===== src/sv/ssdm_pkg.sv =====
package ssdm_pkg;

   localparam int FRAC_BITS_DEF = 14;

   // configuration register indexes
   localparam logic [1:0] CSR_JOY_CENTER = 2'd0;
   localparam logic [1:0] CSR_THR_DZ     = 2'd1;
   localparam logic [1:0] CSR_STR_DZ     = 2'd2;

   localparam logic [9:0]  JOY_CENTER_RST = 10'd195;
   localparam logic [14:0] THR_DZ_RST     = 15'd2621;
   localparam logic [14:0] STR_DZ_RST     = 15'd1638;

   typedef struct packed {
      logic [9:0]  throttle_count;
      logic [9:0]  steer_count;
      logic [7:0]  tilt_deg;
      logic [12:0] front_mv;
      logic [12:0] rear_mv;
   } req_type;

   typedef struct packed {
      logic [7:0] left_speed;
      logic [7:0] right_speed;
      logic       left_forward;
      logic       right_forward;
   } rsp_type;

endpackage


===== src/sv/ssdm_mul.sv =====
// shift-add multiplier: one multiplier bit per cycle, stops after the top set bit,
// gives the low W bits of the product
module ssdm_mul #(
   parameter int W = 40
) (
   input  logic         clock,
   input  logic         reset,
   input  logic         start,
   input  logic [W-1:0] a,
   input  logic [W-1:0] b,
   output logic         done,
   output logic [W-1:0] product
);
   localparam int CW = $clog2(W + 1);

   logic [2*W-1:0] acc_ff, acc_in;
   logic [2*W-1:0] mcand_ff, mcand_in;
   logic [W-1:0]   mplier_ff, mplier_in;
   logic [CW-1:0]  cnt_ff, cnt_in;
   logic           busy_ff, busy_in;
   logic           done_ff, done_in;

   // one partial product per cycle
   always_comb begin
      acc_in    = acc_ff;
      mcand_in  = mcand_ff;
      mplier_in = mplier_ff;
      cnt_in    = cnt_ff;
      busy_in   = busy_ff;
      done_in   = 1'b0;
      if (start) begin
         acc_in    = '0;
         mcand_in  = {{W{1'b0}}, a};
         mplier_in = b;
         cnt_in    = '0;
         busy_in   = 1'b1;
      end else if (busy_ff) begin
         if (mplier_ff[0]) acc_in = acc_ff + mcand_ff;
         mcand_in  = mcand_ff << 1;
         mplier_in = mplier_ff >> 1;
         cnt_in    = cnt_ff + 1'b1;
         if (cnt_ff == CW'(W - 1) || mplier_ff[W-1:1] == '0) begin
            busy_in = 1'b0;
            done_in = 1'b1;
         end
      end
   end

   always_ff @(posedge clock) begin
      if (reset) begin
         busy_ff <= 1'b0;
         done_ff <= 1'b0;
      end else begin
         busy_ff <= busy_in;
         done_ff <= done_in;
      end
      acc_ff    <= acc_in;
      mcand_ff  <= mcand_in;
      mplier_ff <= mplier_in;
      cnt_ff    <= cnt_in;
   end

   assign done    = done_ff;
   assign product = acc_ff[W-1:0];
endmodule


===== src/sv/ssdm_div.sv =====
// restoring divider: one quotient bit per cycle
module ssdm_div #(
   parameter int W = 40
) (
   input  logic         clock,
   input  logic         reset,
   input  logic         start,
   input  logic [W-1:0] num,
   input  logic [W-1:0] den,
   output logic         done,
   output logic [W-1:0] quot
);
   localparam int CW = $clog2(W + 1);

   logic [W-1:0]  rem_ff, rem_in;
   logic [W-1:0]  q_ff, q_in;
   logic [W-1:0]  den_ff, den_in;
   logic [CW-1:0] cnt_ff, cnt_in;
   logic          busy_ff, busy_in;
   logic          done_ff, done_in;
   logic [W:0]    trial;

   always_comb begin
      rem_in  = rem_ff;
      q_in    = q_ff;
      den_in  = den_ff;
      cnt_in  = cnt_ff;
      busy_in = busy_ff;
      done_in = 1'b0;
      trial   = {rem_ff, q_ff[W-1]};
      if (start) begin
         rem_in  = '0;
         q_in    = num;
         den_in  = den;
         cnt_in  = '0;
         busy_in = 1'b1;
      end else if (busy_ff) begin
         if (trial >= {1'b0, den_ff}) begin
            rem_in = W'(trial - {1'b0, den_ff});
            q_in   = {q_ff[W-2:0], 1'b1};
         end else begin
            rem_in = trial[W-1:0];
            q_in   = {q_ff[W-2:0], 1'b0};
         end
         cnt_in = cnt_ff + 1'b1;
         if (cnt_ff == CW'(W - 1)) begin
            busy_in = 1'b0;
            done_in = 1'b1;
         end
      end
   end

   always_ff @(posedge clock) begin
      if (reset) begin
         busy_ff <= 1'b0;
         done_ff <= 1'b0;
      end else begin
         busy_ff <= busy_in;
         done_ff <= done_in;
      end
      rem_ff <= rem_in;
      q_ff   <= q_in;
      den_ff <= den_in;
      cnt_ff <= cnt_in;
   end

   assign done = done_ff;
   assign quot = q_ff;
endmodule


===== src/sv/skid_steer_drive_mixer_core.sv =====
// result: built by five bit-serial quotients and up to seven shift-add products (W = FRAC_BITS+26),
// each product stopping after the multiplier's top set bit
// throughput: one transaction at a time; the next is taken once the sequencer is idle
// reset: synchronous, active high; configuration registers return to their defaults, directions reverse
module skid_steer_drive_mixer_core #(
   parameter int FRAC_BITS = ssdm_pkg::FRAC_BITS_DEF
) (
   input  logic              clock,
   input  logic              reset,
   input  logic              req_valid,
   output logic              req_ready,
   input  ssdm_pkg::req_type req_data,
   output logic              rsp_valid,
   input  logic              rsp_ready,
   output ssdm_pkg::rsp_type rsp_data,
   input  logic              csr_valid,
   output logic              csr_ready,
   input  logic [1:0]        csr_index,
   input  logic [14:0]       csr_wdata
);
   localparam int W = FRAC_BITS + 26;
   localparam logic [W-1:0] ONE = W'(1) << FRAC_BITS;
   localparam logic [W-1:0] HALF = ONE >> 1;
   localparam logic [W-1:0] FLOOR = W'((4 * (64'd1 << FRAC_BITS) + 5) / 10);

   typedef enum logic [3:0] {
      S_IDLE, S_DIV_T, S_DIV_S, S_DIV_TILT, S_DIV_F, S_DIV_R,
      S_MIX, S_SCALE_L1, S_SCALE_L2, S_SCALE_L3, S_SCALE_R1, S_SCALE_R2,
      S_SCALE_R3, S_DONE
   } state_type;

   state_type state_ff;
   logic [9:0]  center_ff;
   logic [14:0] tdz_ff, sdz_ff;
   ssdm_pkg::req_type req_ff;
   logic [W-1:0] t_mag_ff, s_mag_ff, tilt_ff, front_ff, rear_ff;
   logic [W-1:0] left_ff, right_ff;
   logic         t_neg_ff, t_zero_ff, s_neg_ff, s_zero_ff, near_f_ff, near_r_ff;
   logic [1:0]   dir_ff;
   logic         rsp_valid_ff;
   ssdm_pkg::rsp_type rsp_ff;

   logic         div_start, mul_start, div_done, mul_done;
   logic [W-1:0] div_num, div_den, div_q, mul_a, mul_b, mul_p;

   ssdm_div #(.W(W)) u_div (.clock, .reset, .start(div_start), .num(div_num),
      .den(div_den), .done(div_done), .quot(div_q));
   ssdm_mul #(.W(W)) u_mul (.clock, .reset, .start(mul_start), .a(mul_a),
      .b(mul_b), .done(mul_done), .product(mul_p));

   // axis shaping front end
   logic signed [10:0] dt, ds;
   logic [9:0]  mt, ms;
   logic        dzt, dzs, sat_t, sat_s;
   logic [7:0]  tilt_a;
   logic [12:0] fv, rv;
   assign dt = $signed({1'b0, req_ff.throttle_count}) - $signed({1'b0, center_ff});
   assign ds = $signed({1'b0, req_ff.steer_count}) - $signed({1'b0, center_ff});
   assign mt = dt[10] ? 10'(-dt) : dt[9:0];
   assign ms = ds[10] ? 10'(-ds) : ds[9:0];
   assign dzt = (W'(mt) << FRAC_BITS) < W'(tdz_ff) * W'(26);
   assign dzs = (W'(ms) << FRAC_BITS) < W'(sdz_ff) * W'(25);
   assign sat_t = mt > 10'd26;
   assign sat_s = ms > 10'd25;
   assign tilt_a = (req_ff.tilt_deg > 8'd90) ? 8'd90 :
                   (req_ff.tilt_deg <= 8'd10) ? 8'd0 : req_ff.tilt_deg;
   assign fv = (req_ff.front_mv < 13'd500) ? 13'd0 : req_ff.front_mv;
   assign rv = (req_ff.rear_mv < 13'd500) ? 13'd0 : req_ff.rear_mv;

   // unit operand selection
   always_comb begin
      div_num = '0;
      div_den = W'(26);
      mul_a   = '0;
      mul_b   = '0;
      case (state_ff)
         S_DIV_T:    begin div_num = W'(mt) << FRAC_BITS; div_den = W'(26); end
         S_DIV_S:    begin div_num = W'(ms) << FRAC_BITS; div_den = W'(25); end
         S_DIV_TILT: begin div_num = W'(8'd90 - tilt_a) << FRAC_BITS; div_den = W'(90); end
         S_DIV_F:    begin div_num = W'(13'd4000 - fv) << FRAC_BITS; div_den = W'(4000); end
         S_DIV_R:    begin div_num = W'(13'd4000 - rv) << FRAC_BITS; div_den = W'(4000); end
         S_MIX: begin
            mul_a = s_neg_ff ? ONE - s_mag_ff : ONE - s_mag_ff;
            mul_b = t_mag_ff;
         end
         S_SCALE_L1: begin mul_a = left_ff; mul_b = tilt_ff; end
         S_SCALE_L2: begin mul_a = left_ff; mul_b = (near_f_ff || near_r_ff) ? HALF : rear_ff; end
         S_SCALE_L3: begin mul_a = left_ff; mul_b = front_ff; end
         S_SCALE_R1: begin mul_a = right_ff; mul_b = tilt_ff; end
         S_SCALE_R2: begin mul_a = right_ff; mul_b = (near_f_ff || near_r_ff) ? HALF : rear_ff; end
         S_SCALE_R3: begin mul_a = right_ff; mul_b = front_ff; end
         default: ;
      endcase
   end

   logic go;
   assign go = req_valid && req_ready;
   assign req_ready = (state_ff == S_IDLE);
   assign csr_ready = 1'b1;

   // result register free this cycle
   logic rsp_free;
   assign rsp_free = !rsp_valid_ff || rsp_ready;

   logic [W-1:0] mp_sh;
   assign mp_sh = mul_p >> FRAC_BITS;
   logic [W-1:0] duty_l, duty_r;
   assign duty_l = left_ff >> FRAC_BITS;
   assign duty_r = right_ff >> FRAC_BITS;

   // sequencer
   logic first_ff;
   assign div_start = first_ff && (state_ff == S_DIV_T || state_ff == S_DIV_S ||
      state_ff == S_DIV_TILT || state_ff == S_DIV_F || state_ff == S_DIV_R);
   assign mul_start = first_ff && (state_ff == S_MIX || state_ff == S_SCALE_L1 ||
      state_ff == S_SCALE_L2 || state_ff == S_SCALE_L3 || state_ff == S_SCALE_R1 ||
      state_ff == S_SCALE_R2 || state_ff == S_SCALE_R3);

   always_ff @(posedge clock) begin
      if (reset) begin
         state_ff     <= S_IDLE;
         center_ff    <= ssdm_pkg::JOY_CENTER_RST;
         tdz_ff       <= ssdm_pkg::THR_DZ_RST;
         sdz_ff       <= ssdm_pkg::STR_DZ_RST;
         dir_ff       <= 2'b00;
         rsp_valid_ff <= 1'b0;
         first_ff     <= 1'b0;
      end else begin
         if (csr_valid) begin
            case (csr_index)
               ssdm_pkg::CSR_JOY_CENTER: center_ff <= csr_wdata[9:0];
               ssdm_pkg::CSR_THR_DZ:     tdz_ff <= csr_wdata;
               ssdm_pkg::CSR_STR_DZ:     sdz_ff <= csr_wdata;
               default: ;
            endcase
         end
         // result valid: set on a new result, cleared when taken
         if (state_ff == S_DONE && rsp_free) rsp_valid_ff <= 1'b1;
         else if (rsp_valid_ff && rsp_ready) rsp_valid_ff <= 1'b0;
         first_ff <= 1'b0;
         case (state_ff)
            S_IDLE: if (go) begin
               req_ff <= req_data;
               state_ff <= S_DIV_T;
               first_ff <= 1'b1;
            end
            S_DIV_T: if (div_done) begin
               t_mag_ff  <= dzt ? '0 : sat_t ? ONE : div_q;
               t_zero_ff <= dzt || mt == 10'd0;
               t_neg_ff  <= dt[10];
               state_ff  <= S_DIV_S;
               first_ff  <= 1'b1;
            end
            S_DIV_S: if (div_done) begin
               s_mag_ff  <= dzs ? '0 : sat_s ? ONE : div_q;
               s_zero_ff <= dzs || ms == 10'd0;
               s_neg_ff  <= !ds[10];
               state_ff  <= S_DIV_TILT;
               first_ff  <= 1'b1;
            end
            S_DIV_TILT: if (div_done) begin
               tilt_ff  <= (div_q <= FLOOR) ? FLOOR : div_q;
               state_ff <= S_DIV_F;
               first_ff <= 1'b1;
            end
            S_DIV_F: if (div_done) begin
               front_ff  <= (fv > 13'd2000) ? '0 : div_q;
               near_f_ff <= (fv > 13'd2000) || div_q < HALF;
               state_ff  <= S_DIV_R;
               first_ff  <= 1'b1;
            end
            S_DIV_R: if (div_done) begin
               rear_ff   <= (rv > 13'd2000) ? '0 : div_q;
               near_r_ff <= (rv > 13'd2000) || div_q < HALF;
               if (!t_zero_ff) dir_ff <= t_neg_ff ? 2'b00 : 2'b11;
               state_ff  <= S_MIX;
               first_ff  <= 1'b1;
            end
            S_MIX: if (mul_done) begin
               // pure throttle on both tracks, reduced inner track on a turn
               left_ff  <= t_mag_ff * W'(255);
               right_ff <= t_mag_ff * W'(255);
               if (!s_zero_ff) begin
                  if (s_neg_ff) right_ff <= mp_sh * W'(255);
                  else left_ff <= mp_sh * W'(255);
               end
               // spin in place
               if (t_zero_ff && !near_f_ff && !near_r_ff && !s_zero_ff) begin
                  left_ff  <= s_mag_ff * W'(255);
                  right_ff <= s_mag_ff * W'(255);
                  dir_ff   <= s_neg_ff ? 2'b01 : 2'b10;
               end
               if (near_f_ff) dir_ff <= 2'b00;
               else if (near_r_ff) dir_ff <= 2'b11;
               state_ff <= S_SCALE_L1;
               first_ff <= 1'b1;
            end
            S_SCALE_L1: if (mul_done) begin
               left_ff <= mp_sh; state_ff <= S_SCALE_L2; first_ff <= 1'b1;
            end
            S_SCALE_L2: if (mul_done) begin
               left_ff <= mp_sh; first_ff <= 1'b1;
               state_ff <= (near_f_ff || near_r_ff) ? S_SCALE_R1 : S_SCALE_L3;
            end
            S_SCALE_L3: if (mul_done) begin
               left_ff <= mp_sh; state_ff <= S_SCALE_R1; first_ff <= 1'b1;
            end
            S_SCALE_R1: if (mul_done) begin
               right_ff <= mp_sh; state_ff <= S_SCALE_R2; first_ff <= 1'b1;
            end
            S_SCALE_R2: if (mul_done) begin
               right_ff <= mp_sh;
               if (near_f_ff || near_r_ff) state_ff <= S_DONE;
               else begin state_ff <= S_SCALE_R3; first_ff <= 1'b1; end
            end
            S_SCALE_R3: if (mul_done) begin
               right_ff <= mp_sh; state_ff <= S_DONE;
            end
            S_DONE: if (rsp_free) begin
               rsp_ff.left_speed    <= (duty_l > W'(255)) ? 8'd255 : duty_l[7:0];
               rsp_ff.right_speed   <= (duty_r > W'(255)) ? 8'd255 : duty_r[7:0];
               rsp_ff.left_forward  <= dir_ff[0];
               rsp_ff.right_forward <= dir_ff[1];
               state_ff <= S_IDLE;
            end
            default: state_ff <= S_IDLE;
         endcase
      end
   end

   assign rsp_valid = rsp_valid_ff;
   assign rsp_data  = rsp_ff;
endmodule


===== config.mk =====
export PLATFORM = sky130hd
export DESIGN_NAME = skid_steer_drive_mixer_core
export DESIGN_NICKNAME = d
export VERILOG_FILES = /design/src/sv/ssdm_pkg.sv /design/src/sv/ssdm_mul.sv /design/src/sv/ssdm_div.sv /design/src/sv/skid_steer_drive_mixer_core.sv
export SDC_FILE = /design/constraint.sdc
export NUM_CORES = 2
export LEC_CHECK = 0
export ABC_AREA = 1
export BUFFER_PORTS_ARGS = -buffer_cell sky130_fd_sc_hd__clkbuf_2
export CAP_MARGIN = 15
export CELL_PAD_IN_SITES_DETAIL_PLACEMENT = 1
export CELL_PAD_IN_SITES_GLOBAL_PLACEMENT = 2
export CORE_UTILIZATION = 30
export DETAILED_ROUTE_END_ITERATION = 12
export GPL_TIMING_DRIVEN = 0
export PLACE_DENSITY_LB_ADDON = 0.12
export SYNTH_ARGS = -nofsm -noshare
export SYNTH_HDL_FRONTEND = slang
export SYNTH_SLANG_ARGS = --single-unit

===== constraint.sdc =====
create_clock -name clock -period 6.66 [get_ports clock]
set_input_delay 1.332 -clock clock [delete_from_list [all_inputs] [get_ports clock]]
set_output_delay 1.332 -clock clock [all_outputs]
set_load 0.02 [all_outputs]

==> results.md <==
* Fmax achieved at about 160 MHz
* DIE AREA at ~190000 um^2
* CTS tree: yes
* Family with the most delay on the worst path: adder cells
* Syn-to-layout area delta at 11.98%
* Final antenna-violating net count at 0
* CP max stage delay at just under 1000 ps
* Clk Latency, worst-skew pair at 740 ps
* DR vias/cell at 4.910
* M3 GR Usage at 0.02243
* Reg2reg path depth at 16
* Grt peak-use layer: met2
* PortBufs at 95
* Die Wd at 435.2 um
* Maxcap violations at 0
* Vias in the first global route at a little over 50000
* Ys async rst share at 0
* Area share of and/or/nand/nor cells after synthesis at 0.1894
* HPWL after DPL at 188900 um
* Most frequent cells in the layout: 1401 x inv_1, 1181 x nand2_1, 655 x nor2_1
* Biggest register: req_ff
* Fillers at between 20000 and 25000
* Area of the multi-input gates at approximately 33000 um^2
* Max reg flops at between 50 and 60
* Adder-Cell Fraction of Synth Area at 0.2534
* # H-tree levels at 3
* Mux share of post-synthesis cell area at 0
* Root buffer cell: clkbuf_16
* Grt met2 use at 0.4165
* Syn nets at about 7800
* Period utilization at 0.9668
* Wire per inst at roughly 23 um
* Post-layout util at 0.3392
* Crit path max fanout at 7
* Total detailed-routing wirelength at ~220000 um
* Post-synth EDFFs at 483
* CTS Buf Count at a little over 80
* CP Capture Type: register
* Crit path cell chain: inv_1 > fa_1 > fa_1 > inv_1 > fa_1 > inv_1 > fa_1 > inv_1 > ha_1 > a21oi_1 > a21boi_0 > o21ai_0 > o21ai_0 > nand3_1 > a21oi_1 > a21oi_1
* Placed instance area at roughly 60000 um^2
* Synth cell types at between 60 and 70
* Total core area at 185800 um^2
* Die H at between 400 and 500 um
* Via count at 47120
* Initial drt markers at approximately 2400
* Synth Register Bits at roughly 630
* Setup crit start kind: register
* Kind of critical path: reg2reg
* Area leader, netlist: edfxtp_1
* Cells after synthesis at just under 7000
* Result of the run: completed
* Largest net degree at the start of global routing at 46
* Hold path startpoint: dir_ff[0]
* Syn. warnings at 0
* Starting Density at 0.3029
* CP required at 7080 ps
* Share of cells above drive strength 1 at 0.05328
* Top Ports at a little under 100
* Final Max Tran Viols at 0
* Worst-path clk slew at around 60 ps
* Gpl congestion at just over 0.9
* Longest Clk Path Bufs at 3
* Critical path arrival at about 7000 ps
* Global routing usage on met1 at 0.2978
* Final setup fails at 0
* Combinational family with the most area after synthesis: adder cells
* Seq. cell area at about 17000 um^2
* Max_slew headroom at 0.1784
* FF-to-FF Start: s_mag_ff[7]
* Sequential area share after synthesis at 0.3088
* CTS sink count at approximately 630
* Worst min-delay path class: reg2reg
* Hold Vio Cnt, Final at 0
* Worst flop-to-flop path endpoint: left_ff[12]
* Grt ovf at 0
* Commonest non-fill, non-tap cell in the layout: inv_1
* Hold WS at ~470 ps
* R2R setup slack at about 220 ps
* CP Buf/Inv Count at 4
* CP max-delay cell: o21ai_0
* Synth top area share at 0.2576
* TritonRoute pass-1 iters at 7
* Post-Syn Area per Cell at 8.226 um^2
* Site Rows at around 160
* Ys flop type: edfxtp_1
* Complex-gate fraction of the synthesized area at 0.1163
* Slew @ Worst Pin at around 1200 ps
* Fin Clk Skew at 48.23 ps
* CP Launch Point: s_mag_ff[7]
* Hold Path Sink: rsp_data[1]
* Post-CTS setup buffers at 0
* Area contributors post-synth: edfxtp_1 26%, fa_1 17%, inv_1 9.3%, ha_1 7.9%, nand2_1 7.9%
* Nets at around 8000
* Fin crit period at between 6000 and 7000 ps
* First-pass GRT wire length at between 300000 and 400000 um
* Finished Cell Area at 63040 um^2
* All-Layer GR Usage at 0.2360
* DRC Markers at 0
* Post-CTS Hold Fix Bufs at 0
* Synth Cell Area at approximately 56000 um^2
* Worst hold path cell count at 0
* Initial antenna violation count at 5
* Post-synthesis xor/xnor area fraction at 0.02378
* RSZ-0062 raised after global routing: false
==> cell families after synthesis <==
logic type / after synthesis
other cells: 1
compound gates: 1108
flops: 627
xor+xnor: 152
buf+inv: 1596
fa+ha+maj: 846
simple gates: 2514
==> timing repair <==
item | 4_1_cts | 5_1_grt
hold endpoints to repair | 0 | 0
endpoints found under the setup margin | 0 | 4
gates resized for setup | 0 | 2
==> stage by stage <==
stage	setup WS, ps	setup TNS (ps)	cells
2_1_floorplan	1844	0	6844
3_3_place_gp	-1219	-48580	9419
3_5_place_dp	203.2	0	9442
4_1_cts	152.2	0	9592
5_1_grt	8.466	0	9593
6_report	221.3	0	9596
==> synth_stat cells, drive strengths merged, types with 95 or more instances <==
cell type  instances
nand3            355
clkbuf           115
xor2              95
a21oi            373
nor2             684
fa               490
dfxtp            144
edfxtp           483
nand2           1191
inv             1420
nor3             118
ha               356
o21ai            358
==> worst max path at each step <==
| stage | endpoint | slack (ps) | depth (start not counted) |
|---|---|---|---|
| finish | left_ff[12] | 220 | 16 |
| global route | left_ff[12] | 8 | 16 |
| CTS | left_ff[12] | 150 | 16 |
| detailed placement | left_ff[12] | 200 | 16 |
| global placement | left_ff[21] | -1220 | 3 |
| floorplan | left_ff[0] | 1840 | 2 |
==> layout make-up <==
class,count,share of cell area
buffer,172,0.01187
sequential,627,0.2758
tap,2480,0.04922
antenna,3,0.0001191
inverter,1424,0.08479
clock buffer,117,0.03660
clock inverter,33,0.007086
multi-input combinational,4621,0.5216
timing repair buffer,119,0.01296
==> routing by layer <==
layer,routed length (um),vias to the layer above
li1,-,22530
met1,98180,23550
met2,110400,760
met3,6129,271
met4,8975,4
met5,21,-
Power is left out: the tool's default activity adds up to more than one toggle a clock period on the data nets, which glitch-free logic cannot reach.
